## src/hdl/hpmv_pkg.sv

```systemverilog
// Shared types and constants of the half-precision matrix-vector product.
// No dependencies; every other file of the block imports this package.
`timescale 1ns / 1ps

package hpmv_pkg;

	localparam int unsigned MaxColumns = 1024;
	localparam int unsigned MaxRows = 65536;
	localparam int unsigned ColW = $clog2(MaxColumns);
	localparam int unsigned RowW = $clog2(MaxRows);
	localparam int unsigned LenW = 11;
	localparam int unsigned CntW = 17;
	localparam int unsigned CfgW = 17;

	localparam logic [31:0] QNaN32 = 32'h7FC0_0000;

	// Register indexes of the configuration port.
	typedef enum logic {
		REG_ROW_LENGTH = 1'b0,
		REG_ROW_COUNT = 1'b1
	} reg_index_t;

	// Operation codes of an input request.
	typedef enum logic {
		OP_LOAD_VECTOR = 1'b0,
		OP_MATRIX_ELEM = 1'b1
	} opcode_t;

	// Control that travels with a matrix element down the pipeline.
	typedef struct packed {
		logic valid;
		logic last;
		logic final_row;
		logic [RowW-1:0] row;
	} ctl_t;

endpackage

```

## src/hdl/hpmv_fp_add.sv

```systemverilog
// Binary32 adder with round-to-nearest-even and a canonical quiet NaN.
// Depends on hpmv_pkg.
`timescale 1ns / 1ps

module hpmv_fp_add import hpmv_pkg::*; (
	input  logic [31:0] a,
	input  logic [31:0] b,
	output logic [31:0] y
);

	logic a_nan, b_nan, a_inf, b_inf, a_zero, b_zero, swap, sgn;
	logic [31:0] big, sml;
	logic [7:0] xe, ye, d;
	logic [26:0] xm, ym, ysh, n;
	logic st, rnd;
	logic [27:0] s;
	logic [8:0] e, lim;
	logic [4:0] lz, sh;
	logic [24:0] m;

	always_comb begin
		a_nan = (&a[30:23]) && (a[22:0] != 23'd0);
		b_nan = (&b[30:23]) && (b[22:0] != 23'd0);
		a_inf = (&a[30:23]) && (a[22:0] == 23'd0);
		b_inf = (&b[30:23]) && (b[22:0] == 23'd0);
		a_zero = a[30:0] == 31'd0;
		b_zero = b[30:0] == 31'd0;

		// Order operands by magnitude and align the smaller one with sticky.
		swap = b[30:0] > a[30:0];
		big = swap ? b : a;
		sml = swap ? a : b;
		sgn = big[31];
		xe = (big[30:23] == 8'd0) ? 8'd1 : big[30:23];
		ye = (sml[30:23] == 8'd0) ? 8'd1 : sml[30:23];
		xm = {big[30:23] != 8'd0, big[22:0], 3'b000};
		ym = {sml[30:23] != 8'd0, sml[22:0], 3'b000};
		d = xe - ye;
		if (d >= 8'd27) begin
			ysh = 27'd0;
			st = |ym;
		end else begin
			ysh = ym >> d;
			st = |(ym & ((27'd1 << d) - 27'd1));
		end
		ysh[0] = ysh[0] | st;

		if (a[31] == b[31]) begin
			s = {1'b0, xm} + {1'b0, ysh};
		end else begin
			s = {1'b0, xm} - {1'b0, ysh};
		end

		// Normalize: one step right on carry, else left down to the subnormal limit.
		e = {1'b0, xe};
		lz = 5'd0;
		for (int i = 0; i < 27; i++) begin
			if (s[i]) begin
				lz = 5'(26 - i);
			end
		end
		lim = e - 9'd1;
		sh = (9'(lz) < lim) ? lz : lim[4:0];
		if (s[27]) begin
			n = {s[27:2], s[1] | s[0]};
			e = e + 9'd1;
		end else begin
			n = s[26:0] << sh;
			e = e - 9'(sh);
		end

		// Round to nearest, ties to even.
		rnd = n[2] & (n[1] | n[0] | n[3]);
		m = {1'b0, n[26:3]} + 25'(rnd);
		if (m[24]) begin
			m = m >> 1;
			e = e + 9'd1;
		end

		if (a_nan || b_nan || (a_inf && b_inf && (a[31] != b[31]))) begin
			y = QNaN32;
		end else if (a_inf) begin
			y = a;
		end else if (b_inf) begin
			y = b;
		end else if (a_zero && b_zero) begin
			y = {a[31] & b[31], 31'd0};
		end else if (a_zero) begin
			y = b;
		end else if (b_zero) begin
			y = a;
		end else if (s == 28'd0) begin
			y = 32'd0;
		end else if (e >= 9'd255) begin
			y = {sgn, 8'hFF, 23'd0};
		end else begin
			y = {sgn, m[23] ? e[7:0] : 8'd0, m[22:0]};
		end
	end

endmodule

```

## config.mk

```make
export PLATFORM = sky130hd
export DESIGN_NAME = hpmv_fp_add
export DESIGN_NICKNAME = d
export VERILOG_FILES = /design/src/hdl/hpmv_pkg.sv /design/src/hdl/hpmv_fp_add.sv
export SDC_FILE = /design/constraint.sdc
export NUM_CORES = 1
export LEC_CHECK = 0
export ABC_AREA = 1
export ABC_CLOCK_PERIOD_IN_PS = 23800
export BUFFER_PORTS_ARGS = -buffer_cell sky130_fd_sc_hd__buf_4
export CORE_ASPECT_RATIO = 1.75
export CORE_UTILIZATION = 45
export DETAILED_ROUTE_END_ITERATION = 10
export PLACE_DENSITY_LB_ADDON = 0.15
export SLEW_MARGIN = 0
export SYNTH_ARGS = -nofsm -noshare
export SYNTH_HDL_FRONTEND = slang
export SYNTH_SLANG_ARGS = --single-unit
```

## constraint.sdc

```tcl
create_clock -name vclk -period 23.8
set_clock_uncertainty 0.2 [all_clocks]
set_input_delay 2.38 -clock vclk [all_inputs]
set_output_delay 2.38 -clock vclk [all_outputs]
set_load 0.02 [all_outputs]
```

==> results.txt <==
----------------------------------------------------
[Synth]
  Largest cells by area after synthesis ... sky130_fd_sc_hd__nand2_1 21%, sky130_fd_sc_hd__nand3_1 15%, sky130_fd_sc_hd__ha_1 11%, sky130_fd_sc_hd__inv_1 7.9%, sky130_fd_sc_hd__nor2_1 5.9%
  Sequential-to-total area share from yosys stat ... 0%
  Synth Net Count ... 2538
  Top cell type by total area after synthesis ... sky130_fd_sc_hd__nand2_1
  Post-synthesis instance total ... 2365
  Cell types with the highest counts after synthesis ... 706 x sky130_fd_sc_hd__nand2_1, 362 x sky130_fd_sc_hd__nand3_1, 261 x sky130_fd_sc_hd__inv_1
  Synthesized area per cell ... 5.231 sq um
  Yosys warning count ... 0
  Leading cell type by number of instances after synthesis ... sky130_fd_sc_hd__nand2_1
  Post-synthesis cell type count ... 76
  Mapped cell area ... 0.01237 sq mm
  Proportion of netlist area held by the largest area contributor ... 21.42%

[STA]
  Unrepaired setup endpoints after global routing ... false
  Aggregate negative setup slack ... 0 ps
  Final critical path time including I/O delays and setup ... 21530 ps
  Final Hold Vio Count ... 0
  Final-report setup violation count ... 0
  Worst path setup slack after routing ... 2265 ps
  Number of max-slew violations in the final report ... 0
  Max-slew headroom at the worst pin ... 9.907%
  Fmax achieved ... 0.04644 GHz
  Fraction of the cycle the final worst path needs ... 90.48%
  Measured slew at the worst slew-check pin ... 1337 ps

[Critical path]
  Arrival time at the worst endpoint ... 18950 ps
  Worst endpoint required time ... 21220 ps
  Critical setup path kind ... in2out
  Worst-path maximum fanout ... 89
  Most Frequent Cell on Critical Path ... sky130_fd_sc_hd__nand2_1
  Maximum single-stage delay on the critical path ... 1120 ps
  Critical path startpoint ... a[30]
  Critical path capture point type ... output port
  Startpoint Class ... input pin
  Master of the slowest instance on the critical path ... sky130_fd_sc_hd__fa_1

[Floorplanning]
  Die width ... 127.3 um
  Effective utilization at floorplan ... 45.60%
  Die Area ... 0.02818 sq mm
  Number of core rows ... 80
  Placeable core region ... 0.02713 sq mm
  Y dimension of the die ... 221.3 um
  I/O pin total ... 96

[Route]
  Aggregate routed wire length ... 62.84 mm
  Number of vias in the routed layout ... 16.89k
  Average routed wire per standard cell ... 22.87 um
  DR pass1 iterations ... 7
  Post-route DRC ... 0
  Routed metal-1 wirelength ... 19.81 mm
  DRC marker count from the first detailed-route iteration ... 1955
  Total met2 wirelength after detailed routing ... 29.95 mm
  Antenna-violating nets left ... 0
  Vias per cell ... 6.146
  Highest metal used ... met4
  Met3 wire length ... 5.631 mm

[Global routing]
  Total congestion overflow ... 0
  Wire length of the first global-routing pass ... 93.21 mm
  Initial antenna violation count ... 1
  Vias in the first global route ... 15.94k
  Maximum number of pins on one net before global-route repair ... 90
  GRT Total Usage ... 43.84%

[Run]
  Maxcap violations ... 0

[Clock network]
  Hold-fix buffers, CTS ... 0
  Number of buffers added for setup after CTS ... 0
  Cts repair resizes ... 0

[Power]
  Total power consumption of the routed design ... 1.574 mW
  Peak supply drop ... 0.00005306 V
  Leak ... 7.139 nW
  Power per standard cell area ... 120.8 mW/mm^2

[Status]
  Result of the run ... completed

[Place]
  Post-DP HPWL ... 50.57 mm
  Placed Instance Area ... 0.01302 sq mm
  Worst Setup Slack post-DPL ... 2760 ps
  Count of input and output buffers ... 96
  Final GP Congestion ... 1.128

[Final layout]
  Post-layout net count ... 2553
  Layout cells sized above 1 ... 11.06%
  Area Growth Syn to Fin ... 5.290%
  Core utilization of the finished layout ... 48.02%
  Combined area of the multi-input logic cells ... 0.01063 sq mm
  Sequential cells ... 0
  Number of clock buffers in the layout ... 0
  Final instance area ... 0.01303 sq mm
  FILL cells ... 3168
  Area occupied by registers ... 0 sq um

[Hold path]
  Worst hold stages ... 6
  Startpoint of the tightest hold check path ... a[25]
  Sink of the worst hold path ... y[25]
  Type of the most critical hold path ... in2out

----------------------------------------------------
routing by layer:
metal | vias up | track usage [%]
met2 | 1055 | 75.73
met1 | 7598 | 42.42
met3 | 375 | 9.865
met5 | - | 0
li1 | 7862 | -
met4 | 0 | 41.47
cells in the final DEF, fill, tap and decap left out, drive strengths merged, types with 7 or more instances in the layout:
cell type  count
a21oi        121
a31oi         11
and2          10
buf          107
ha           106
inv          290
nand2        749
nand3        376
nand3b        25
nand4         64
nor2         215
nor3          24
nor4          24
o21ai        138
o21bai        16
or2            7
xnor2          8
xor2          34
worst max path at each step:
stage	end	cells after the start
after global routing	y[25]	91
after detailed placement	y[20]	86
final	y[18]	88
after CTS	y[24]	89
after floorplan	y[11]	95
after global placement	y[25]	91
kinds of logic after synthesis:
group / after synthesis / synth area share, %
adder cells (fa/ha/maj): 109 / 11.21
AO/OA/AOI/OAI: 329 / 15.69
AND/OR/NAND/NOR: 1495 / 55.58
buffers and inverters: 390 / 14.07
XOR/XNOR: 42 / 3.459
worst max-delay path: cells and delay by family:
family | cells | cell delay, ps
AO/OA/AOI/OAI | 24 | 4350
buffers and inverters | 15 | 2220
adder cells (fa/ha/maj) | 6 | 2450
AND/OR/NAND/NOR | 42 | 7080
XOR/XNOR | 1 | 390
power by group:
group	switching (mW)	internal, mW
logic	1.11	0.468
clock network	0	0.00000000321
registers	0	0
total	1.11	0.468
stage by stage:
stage,hold slack (ps),std cells
after CTS,5006,2747
after global routing,5054,2747
after detailed placement,5003,2747
final,5012,2748
after global placement,5004,2747
after floorplan,4792,2365
area by class of cell:
class	instances	share of cell area [%]
diodes	1	0.01921
inverters	296	8.636
multi-input cells	1975	81.63
well taps	369	3.545
repair buffers	107	6.167
(Power assumes the default switching activity.)
