===== src/hdl/hpmv_pkg.sv =====
// Shared types and constants of the half-precision matrix-vector product.
// No dependencies; every other file of the block imports this package.
`timescale 1ns / 1ps

package hpmv_pkg;

	localparam int unsigned MaxColumns = 1024;
	localparam int unsigned MaxRows = 65536;
	localparam int unsigned ColW = $clog2(MaxColumns);
	localparam int unsigned RowW = $clog2(MaxRows);
	localparam int unsigned LenW = 11;
	localparam int unsigned CntW = 17;
	localparam int unsigned CfgW = 17;

	localparam logic [31:0] QNaN32 = 32'h7FC0_0000;

	// Register indexes of the configuration port.
	typedef enum logic {
		REG_ROW_LENGTH = 1'b0,
		REG_ROW_COUNT = 1'b1
	} reg_index_t;

	// Operation codes of an input request.
	typedef enum logic {
		OP_LOAD_VECTOR = 1'b0,
		OP_MATRIX_ELEM = 1'b1
	} opcode_t;

	// Control that travels with a matrix element down the pipeline.
	typedef struct packed {
		logic valid;
		logic last;
		logic final_row;
		logic [RowW-1:0] row;
	} ctl_t;

endpackage


===== src/hdl/hpmv_fp_mul.sv =====
// Registered binary16 x binary16 multiply with an exact binary32 result.
// Depends on hpmv_pkg.
`timescale 1ns / 1ps

module hpmv_fp_mul import hpmv_pkg::*; (
	input  logic clk,
	input  logic arst_n,
	input  logic enable,
	input  logic [15:0] a,
	input  logic [15:0] b,
	input  ctl_t ctl_in,
	output logic [31:0] prod_s2,
	output ctl_t ctl_s2
);

	logic [4:0] ea, eb;
	logic [10:0] ma, mb;
	logic a_nan, b_nan, a_inf, b_inf, a_zero, b_zero, sgn;
	logic [21:0] p, norm;
	logic [4:0] lz;
	logic [8:0] e;
	logic [31:0] prod;

	// Unpack both operands; subnormals use exponent one without the hidden bit.
	always_comb begin
		ea = (a[14:10] == 5'd0) ? 5'd1 : a[14:10];
		eb = (b[14:10] == 5'd0) ? 5'd1 : b[14:10];
		ma = {a[14:10] != 5'd0, a[9:0]};
		mb = {b[14:10] != 5'd0, b[9:0]};
		a_nan = (&a[14:10]) && (a[9:0] != 10'd0);
		b_nan = (&b[14:10]) && (b[9:0] != 10'd0);
		a_inf = (&a[14:10]) && (a[9:0] == 10'd0);
		b_inf = (&b[14:10]) && (b[9:0] == 10'd0);
		a_zero = a[14:0] == 15'd0;
		b_zero = b[14:0] == 15'd0;
		sgn = a[15] ^ b[15];
	end

	// The significand product fits in 22 bits and always yields a normal binary32.
	always_comb begin
		p = 22'(ma * mb);
		lz = 5'd0;
		for (int i = 0; i < 22; i++) begin
			if (p[i]) begin
				lz = 5'(21 - i);
			end
		end
		norm = p << lz;
		e = 9'(ea) + 9'(eb) + 9'd98 - 9'(lz);
		if (a_nan || b_nan || (a_inf && b_zero) || (b_inf && a_zero)) begin
			prod = QNaN32;
		end else if (a_inf || b_inf) begin
			prod = {sgn, 8'hFF, 23'd0};
		end else if (p == 22'd0) begin
			prod = {sgn, 31'd0};
		end else begin
			prod = {sgn, e[7:0], norm[20:0], 2'b00};
		end
	end

	always_ff @(posedge clk or negedge arst_n) begin
		if (!arst_n) begin
			ctl_s2 <= '0;
		end else if (enable) begin
			ctl_s2 <= ctl_in;
		end
	end

	always_ff @(posedge clk) begin
		if (enable) begin
			prod_s2 <= prod;
		end
	end

endmodule


===== config.mk =====
export PLATFORM = sky130hd
export DESIGN_NAME = hpmv_fp_mul
export DESIGN_NICKNAME = d
export VERILOG_FILES = /design/src/hdl/hpmv_pkg.sv /design/src/hdl/hpmv_fp_mul.sv
export SDC_FILE = /design/constraint.sdc
export NUM_CORES = 1
export LEC_CHECK = 0
export BUFFER_PORTS_ARGS = -buffer_cell sky130_fd_sc_hd__buf_2
export CORE_MARGIN = 3
export CORE_UTILIZATION = 36
export CTS_CLUSTER_SIZE = 24
export DETAILED_ROUTE_END_ITERATION = 8
export PLACE_DENSITY = 0.52
export SKIP_CTS_REPAIR_TIMING = 1
export SYNTH_ARGS = -nofsm -noshare
export SYNTH_HDL_FRONTEND = slang
export SYNTH_SLANG_ARGS = --single-unit
export TNS_END_PERCENT = 100

===== constraint.sdc =====
create_clock -name clk -period 0.8 [get_ports clk]
set_input_delay 0 -clock clk [delete_from_list [all_inputs] [get_ports clk]]
set_output_delay 0 -clock clk [all_outputs]
set_load 0.1 [all_outputs]

==> results of run 1 <==
## synth_stat cells (16+ instances only)
master,number,share of area
a21o_1,16,0.015
clkbuf_1,40,0.019
nand2_1,47,0.022
and2_1,81,0.064
mux2_2,22,0.031
fa_1,85,0.21
inv_1,122,0.058
edfxtp_1,30,0.11
nor2_1,33,0.016
a211oi_1,22,0.021
a21oi_1,27,0.017
o21ai_0,23,0.014
nor2b_1,22,0.017
dfrtp_1,19,0.060
mux2i_1,31,0.039
ha_1,70,0.11
## layer usage
metal  part of all wire  routed length [µm]
met3              0.022                 499
met2               0.54               12200
met4             0.0034                  76
met5                  0                   0
met1               0.43                9720
## final cells by class
type	count	share of cell area
Tap cell	275	0.0278
Multi-Input combinational cell	648	0.524
Timing Repair Buffer	370	0.282
Clock inverter	3	0.00141
Clock buffer	5	0.0101
Inverter	125	0.0383
Sequential cell	49	0.117
## worst max path at each step
stage                     start                   endpoint  slack [ns]  cells past startpoint
after detailed placement  b[10]  prod_s2[30]$_SDFFCE_PP1P_       -7.04                     31
after global placement    b[10]  prod_s2[30]$_SDFFCE_PP1P_       -6.98                     31
final                     b[14]  prod_s2[30]$_SDFFCE_PP1P_       -6.53                     29
after global routing      b[14]  prod_s2[28]$_SDFFCE_PP1P_       -6.75                     30
after floorplan           b[10]  prod_s2[30]$_SDFFCE_PP1P_       -7.00                     30
after CTS                 b[10]  prod_s2[30]$_SDFFCE_PP1P_       -6.74                     31
## kinds of logic after synthesis
| kind of cell | after synthesis | share of synthesized area |
|---|---|---|
| flops | 49 | 0.173 |
| compound gates | 159 | 0.144 |
| other cells | 1 | 0.000472 |
| buf+inv | 176 | 0.0870 |
| fa+ha+maj | 155 | 0.325 |
| simple gates | 259 | 0.177 |
| xor+xnor | 19 | 0.0210 |
| mux | 54 | 0.0731 |
## sequential cells by signal, summed over array words and instances (netlist names)
signal and flops:
prod_s2 30, ctl_s2 19
## tightest hold or removal path, cell delays in order
cell,delay [ns]
buf_2,0.09
xnor2_1,0.05
nor2_1,0.08
## metrics by stage
stage                     setup TNS [ns]  utilization
after global routing             -188.18        0.581
after CTS                        -186.41        0.536
final                            -179.55        0.581
after floorplan                  -180.95            -
after detailed placement         -187.07        0.529
after global placement           -186.04        0.529
==> summary.md, run 1 <==
| Metric | Value |
|---|---|
| Final Hold Slack | `0.0499 ns` |
| FFs w/ async S/R, synth | `0.388` |
| R2R Setup Slk | `-0.18 ns` |
| Total gr overflow | `0` |
| PortBufs | `102` |
| Via count | `7,321` |
| DP Area | `11,300 µm²` |
| First-pass GRT wire length | `35.7 mm` |
| Post-synth EDFFs | `30` |
| Final min period | `7.33 ns` |
| Final hold vios | `0` |
| Yosys reg bits | `49` |
| Busiest grt layer | `met2` |
| Reg2reg path depth | `2` |
| I/O pin total | `105` |
| Commonest non-fill, non-tap cell in the layout | `buf_4` |
| Worst Hold End | `prod_s2[31]$_SDFFCE_PP0P_` |
| # rows | `53` |
| Req. time, crit path | `0.84 ns` |
| Fill count | `1,905` |
| Die area | `23,900 µm²` |
| Setup slack after placement | `-7.04 ns` |
| RSZ-0062 raised after global routing | `yes` |
| TritonCTS clock tree | `done` |
| Worst R2R End | `ctl_s2[4]$_DFFE_PN0P_` |
| Largest net degree at the start of global routing | `38` |
| Hold/Removal Path Class | `in2reg` |
| Die height | `155 µm` |
| Violated checks | `negative setup slack` |
| Hold Path Cell Cnt | `3` |
| Chip Width | `155 µm` |
| Core area | `21,400 µm²` |
| Antenna cells | `0` |
| Nets | `1,408` |
| Syn. warnings | `0` |
| M1 GR Usage | `0.226` |
| Max FO, Critical Path | `3` |
| Synth unique cells | `66` |
| Area occupied by multi-input gates | `6500 µm²` |
| Reg-to-Reg Start | `ctl_s2[4]$_DFFE_PN0P_` |
| Via density | `4.96` |
| Crit Path Class | `in2reg` |
| Top cell by count, worst path | `fa_1` |
| Fin crit share | `9.16` |
| Global Route met3 Usage | `0.0126` |
| Htree depth | `2` |
| Average size of a mapped cell | `9.11 µm²` |
| Drt pass-1 iters | `7` |
| Clock latency on the worst-skew pair | `0.28 ns` |
| Clock-pin slew on the worst setup and hold paths | `0.06 ns` |
| Most frequent cells in the layout | `218 x buf_4, 119 x inv_1, 83 x fa_1, 79 x and2_1, 61 x ha_1` |
| Inserted Clock Buffers | `5` |
| Starting density of the core | `0.372` |
| Worst Setup End Kind | `flop` |
| Grt met2 use | `0.343` |
| Clock buffer depth | `2` |
| Final Cell Area | `12,400 µm²` |
| Number of global-route vias before repair | `7,311` |
| Crit-path max cell delay | `0.59 ns` |
| Dpl hpwl | `19.0 mm` |
| Total of max-cap violations | `0` |
| Main synth FF type | `edfxtp_1` |
| Hold Startpoint | `a[15]` |
| Total track usage | `0.179` |
| Slew Limit Fails | `0` |
| Mapped Area | `7940 µm²` |
| DRC Markers | `0` |
| Buf/Inv on CP | `7` |
| Post-Layout Cell Count | `1,475` |
| Sequential area share after synthesis | `0.173` |
| DP Cell Count | `1,432` |
| Avg WL per Cell | `15.2 µm` |
| Detailed Route Iter0 Violations | `281` |
| Final RePlAce weighted congestion | `0.864` |
| Min setup slack post-route | `-6.53 ns` |
| Slowest library cell on the worst path | `or4_4` |
| Cell family with most CP delay | `adder cells` |
| F_max | `136 MHz` |
| Sequential cell area | `1450 µm²` |
| Initial antenna violation count | `0` |
| Post-synthesis instance total | `872` |
| Number of setup violations in the final report | `98` |
| Synth-to-layout area growth | `56.1%` |
| Clock skew | `0 ns` |
| Status | `complete, but fails checks` |
| CP Launch Type | `primary input` |
| Worst path arrival time | `7.36 ns` |
| Post-route ant nets | `0` |
| DRT Wirelength | `22.5 mm` |
| Layout cells sized above 1 | `0.411` |
| CTS sink count | `49` |
| Root Driver | `clkbuf_16` |
Power of run 1 is not shown: default switching activity piles up to over one toggle a cycle in this logic, so the estimate is an artifact.
==> run 2, diff against run 1 <==
==> constraint.sdc (replaced) <==
create_clock -name clk -period 0.8 [get_ports clk]
set_input_delay 0.16 -clock clk [delete_from_list [all_inputs] [get_ports clk]]
set_output_delay 0.16 -clock clk [all_outputs]
set_load 0.1 [all_outputs]
==> summary.md, run 2 (same netlist as run 1, synthesis figures left out) <==
| Metric | Value |
|---|---|
| Initial antenna violation count | `0 (unchanged)` |
| Crit Path Class | `in2reg` |
| Slew Limit Fails | `0 (unchanged)` |
| Clock latency on the worst-skew pair | `0.28 ns (about the same)` |
| Violated checks | `negative hold slack, negative setup slack` |
| Drt pass-1 iters | `4 (-3)` |
| Max FFs per register | `30 (unchanged)` |
| DRT Wirelength | `23.0 mm (+2.3%)` |
| Layout cells sized above 1 | `0.442 (+0.0311)` |
| Chip Width | `155 µm (unchanged)` |
| Worst path arrival time | `7.68 ns (+0.32 ns)` |
| Final hold vios | `19 (+19)` |
| Total gr overflow | `0 (unchanged)` |
| I/O pin total | `105 (unchanged)` |
| Die area | `23,900 µm² (unchanged)` |
| Launch point of the worst path | `b[14]` |
| Via density | `5.02 (+1.2%)` |
| Reg-to-Reg Start | `ctl_s2[9]$_DFFE_PN0P_` |
| Total of max-cap violations | `0 (unchanged)` |
| Clock buffer depth | `2 (unchanged)` |
| Crit-path max cell delay | `0.59 ns (about the same)` |
| First-pass GRT wire length | `35.5 mm (-0.50%)` |
| Inserted Clock Buffers | `5 (unchanged)` |
| Clock skew | `0 ns (unchanged)` |
| Htree depth | `2 (unchanged)` |
| Dpl hpwl | `18.7 mm (-1.5%)` |
| Number of setup violations in the final report | `98 (unchanged)` |
| Final Hold Slack | `-0.193 ns (-0.243 ns)` |
| CP Launch Type | `primary input` |
| Post-route ant nets | `0 (unchanged)` |
| Most flop-heavy register | `prod_s2` |
| Most frequent cells in the layout | `221 x buf_4, 116 x inv_1, 83 x fa_1, 79 x and2_1, 61 x ha_1` |
| Avg WL per Cell | `15.8 µm (+3.8%)` |
| Min setup slack post-route | `-6.76 ns (-0.233 ns)` |
| Hold/Removal Path Class | `in2async` |
| Max FO, Critical Path | `3 (unchanged)` |
| Final min period | `7.56 ns (+0.233 ns)` |
| Clock-pin slew on the worst setup and hold paths | `0.07 ns (about the same)` |
| Crit path capture | `prod_s2[29]$_SDFFCE_PP1P_` |
| Core area | `21,400 µm² (unchanged)` |
| Final RePlAce weighted congestion | `0.876 (+1.4%)` |
| Commonest non-fill, non-tap cell in the layout | `buf_4` |
| Top cell by count, worst path | `fa_1` |
| R2R Setup Slk | `-0.08 ns (+0.10 ns)` |
| Total track usage | `0.178 (-0.000961)` |
| F_max | `132 MHz (-3.1%)` |
| Die height | `155 µm (unchanged)` |
| Root Driver | `clkbuf_16` |
| Req. time, crit path | `0.92 ns (+0.08 ns)` |
| Starting density of the core | `0.372 (unchanged)` |
| Number of global-route vias before repair | `7,226 (-1.2%)` |
| Synth-to-layout area growth | `57.4%` |
| Fin crit share | `9.45 (+0.291)` |
| Biggest regs | `prod_s2: 30 flops, ctl_s2: 19 flops` |
| Setup slack after placement | `-7.19 ns (-0.152 ns)` |
| PortBufs | `102 (unchanged)` |
| Nets | `1,387 (-1.5%)` |
| # rows | `53 (unchanged)` |
| Detailed Route Iter0 Violations | `326 (+16%)` |
| Status | `complete, but fails checks` |
| TritonCTS clock tree | `done` |
| RSZ-0062 raised after global routing | `yes` |
| DRC Markers | `0 (unchanged)` |
| Reg2reg path depth | `1 (-1)` |
| Worst R2R End | `ctl_s2[9]$_DFFE_PN0P_` |
| Worst Setup End Kind | `flop` |
| Slowest library cell on the worst path | `or4_4` |
| Via count | `7,306 (-0.20%)` |
| CTS sink count | `49 (unchanged)` |
| Antenna cells | `0 (unchanged)` |
| Largest net degree at the start of global routing | `38 (unchanged)` |
==> run 2: cell types whose count changed in the layout (fill, tap and decap cells not counted), moves of 4 or more <==
| cell | before | now |
|---|---|---|
| buf_12 | 54 | 58 |
| buf_6 | 26 | 15 |
| dlygate4sd3_1 | 20 | 0 |
| mux2i_1 | 21 | 11 |
| mux2i_4 | 4 | 12 |
==> run 2: metrics by stage <==
stage,util,setup TNS (ns),cell area [µm²],hold slack [ns],instances
after floorplan,-,-190.55,8200,-0.136,873
after global placement,0.525,-195.60,11200,0.128,1420
after detailed placement,0.525,-196.41,11200,0.134,1420
after CTS,0.532,-196.82,11400,-0.176,1428
after global routing,0.585,-202.43,12500,-0.156,1454
final,0.585,-194.05,12500,-0.193,1454
==> run 2: routing by layer <==
layer  wire length [µm]  track usage
met5                  0            0
met4                213       0.0252
met3                618       0.0118
met2              12300        0.335
met1               9850        0.228
==> run 2: worst min-delay path by stage <==
stage,to,slack [ns],depth (start not counted)
after detailed placement,ctl_s2[11]$_DFFE_PN0P_,0.13,1
after global routing,ctl_s2[11]$_DFFE_PN0P_,-0.16,1
after floorplan,ctl_s2[0]$_DFFE_PN0P_,-0.14,0
final,ctl_s2[7]$_DFFE_PN0P_,-0.19,1
after global placement,ctl_s2[11]$_DFFE_PN0P_,0.13,1
after CTS,ctl_s2[7]$_DFFE_PN0P_,-0.18,1
==> run 2: critical path, delay by kind of cell <==
family	cells	cell delay, ns
adders and majority gates	9	3.67
AOI/OAI and AO/OA	11	2.22
buffers and inverters	8	0.76
and+or+nand+nor	3	0.84
==> run 2: layout make-up <==
class / count / area, µm²
Fill cell: 1887 / 8850
Multi-Input combinational cell: 648 / 6770
Inverter: 125 / 474
Clock inverter: 3 / 17.5
Clock buffer: 5 / 125
Timing Repair Buffer: 349 / 3320
Tap cell: 275 / 344
Sequential cell: 49 / 1450
Power of run 2 is left out for the same reason.
==> run 3, diff against run 2 <==
- CTS_BUF_LIST: not set -> sky130_fd_sc_hd__clkbuf_8 sky130_fd_sc_hd__clkbuf_16
- clock period: 0.8 -> 7.8 ns (I/O delays scaled with it)
==> summary.md, run 3 (same netlist as run 1, synthesis figures left out) <==
| Metric | Value |
|---|---|
| Worst Setup End Kind | `flop` |
| Violated checks | `negative setup slack` |
| Synth-to-layout area growth | `43.3%` |
| Total track usage | `0.175 (-0.00277)` |
| Drt pass-1 iters | `4 (unchanged)` |
| Via density | `5.03 (about the same)` |
| Dpl hpwl | `18.5 mm (-1.3%)` |
| Detailed Route Iter0 Violations | `238 (-27%)` |
| Via count | `7,276 (-0.41%)` |
| Root Driver | `clkbuf_16` |
| Top cell by count, worst path | `fa_1` |
| Worst path arrival time | `8.99 ns (+1.31 ns)` |
| DRC Markers | `0 (unchanged)` |
| Htree depth | `2 (unchanged)` |
| CTS sink count | `49 (unchanged)` |
| Status | `complete, but fails checks` |
| Clock-pin slew on the worst setup and hold paths | `0.06 ns (about the same)` |
| Nets | `1,379 (-0.58%)` |
| Chip Width | `155 µm (unchanged)` |
| Slowest library cell on the worst path | `or4_4` |
| Largest net degree at the start of global routing | `50 (+32%)` |
| PortBufs | `102 (unchanged)` |
| # rows | `53 (unchanged)` |
| Core area | `21,400 µm² (unchanged)` |
| Slew Limit Fails | `0 (unchanged)` |
| Clock latency on the worst-skew pair | `0.28 ns (about the same)` |
| Clock skew | `0 ns (unchanged)` |
| Avg WL per Cell | `15.6 µm (-1.4%)` |
| Total of max-cap violations | `0 (unchanged)` |
| Total gr overflow | `0 (unchanged)` |
| Most flop-heavy register | `prod_s2` |
| Max FO, Critical Path | `5 (+2)` |
| Setup slack after placement | `-1.66 ns (+5.54 ns)` |
| Min setup slack post-route | `-1.17 ns (+5.59 ns)` |
| Inserted Clock Buffers | `5 (unchanged)` |
| CP Launch Type | `primary input` |
| Worst slew pin tran | `1.05 ns` |
| Fin crit share | `1.15` |
| Req. time, crit path | `7.82 ns (+6.90 ns)` |
| Starting density of the core | `0.372 (unchanged)` |
| Met3 routed WL | `698 µm (+13%)` |
| Layout cells sized above 1 | `0.408 (-0.0337)` |
| Post-Route Utilization | `0.533 (-0.0523)` |
| Number of setup violations in the final report | `28 (-71%)` |
| Die height | `155 µm (unchanged)` |
| Slew HR | `0.302` |
| Fill count | `2,016 (+6.8%)` |
| Most frequent cells in the layout | `217 x buf_4, 119 x inv_1, 101 x buf_2, 83 x fa_1, 80 x and2_1` |
| Biggest regs | `prod_s2: 30 flops, ctl_s2: 19 flops` |
| Met2 WL | `11.5 mm (-6.4%)` |
| RSZ-0062 raised after global routing | `yes` |
| Wl on met1 | `9.88 mm (+0.34%)` |
| Number of global-route vias before repair | `7,172 (-0.75%)` |
| F_max | `112 MHz` |
| First-pass GRT wire length | `35.1 mm (-1.4%)` |
| Clock buffer depth | `2 (unchanged)` |
| Commonest non-fill, non-tap cell in the layout | `buf_4` |
| Final Hold Slack | `0.502 ns (+0.695 ns)` |
| Final RePlAce weighted congestion | `0.821 (-6.2%)` |
| Max FFs per register | `30 (unchanged)` |
| Final hold vios | `0 (-19)` |
| DRT Wirelength | `22.5 mm (-1.9%)` |
| Crit-path max cell delay | `0.56 ns (-0.03 ns)` |
| I/O pin total | `105 (unchanged)` |
| Final min period | `8.97 ns` |
| Crit Path Class | `in2reg` |
| TritonCTS clock tree | `done` |
| Hold/Removal Path Class | `reg2reg` |
| Die area | `23,900 µm² (unchanged)` |
| Post-route ant nets | `0 (unchanged)` |
| Initial antenna violation count | `0 (unchanged)` |
| Max Used Layer | `met4` |
run 3: area by class of cell:
type | count | area, µm² | share of cell area
Antenna cell | 1 | 2.50 | 0.000220
Clock buffer | 5 | 125 | 0.0110
Clock inverter | 3 | 17.5 | 0.00154
Inverter | 125 | 474 | 0.0417
Multi-Input combinational cell | 648 | 6560 | 0.577
Sequential cell | 49 | 1380 | 0.121
Tap cell | 275 | 344 | 0.0302
Timing Repair Buffer | 341 | 2480 | 0.218
run 3: worst paths after layout:
path | start | end | slack, ns | depth (start not counted)
hold / removal | ctl_s2[3]$_DFFE_PN0P_ | ctl_s2[3]$_DFFE_PN0P_ | 0.50 | 1
setup reg to reg | ctl_s2[13]$_DFFE_PN0P_ | ctl_s2[13]$_DFFE_PN0P_ | 7.04 | 1
setup / recovery | a[10] | prod_s2[30]$_SDFFCE_PP1P_ | -1.17 | 29
max in group asynchronous | arst_n | ctl_s2[13]$_DFFE_PN0P_ | 6.30 | 1
min in group asynchronous | arst_n | ctl_s2[4]$_DFFE_PN0P_ | 1.20 | 1
hold reg to reg | ctl_s2[3]$_DFFE_PN0P_ | ctl_s2[3]$_DFFE_PN0P_ | 0.50 | 1
run 3: critical path: cells and delay by family:
family,cells,cell delay [ns]
adder cells (fa/ha/maj),9,3.73
AND/OR/NAND/NOR,7,1.89
buffers and inverters,6,0.51
AO/OA/AOI/OAI,7,1.28
run 3: layer usage:
layer	vias up	global-route usage
met5	-	0
met4	0	0.0290
met3	33	0.0123
met2	146	0.321
met1	3531	0.230
li1	3566	-
run 3: through the flow:
step                      TNS (ns)  cell area [µm²]  std cells
after floorplan             -15.61             8110        873
after global placement      -27.94            10200       1399
after detailed placement    -30.38            10200       1399
after CTS                   -21.44            10400       1407
after global routing        -21.39            11400       1446
final                       -14.76            11400       1447
Power of run 3 is left out for the same reason.
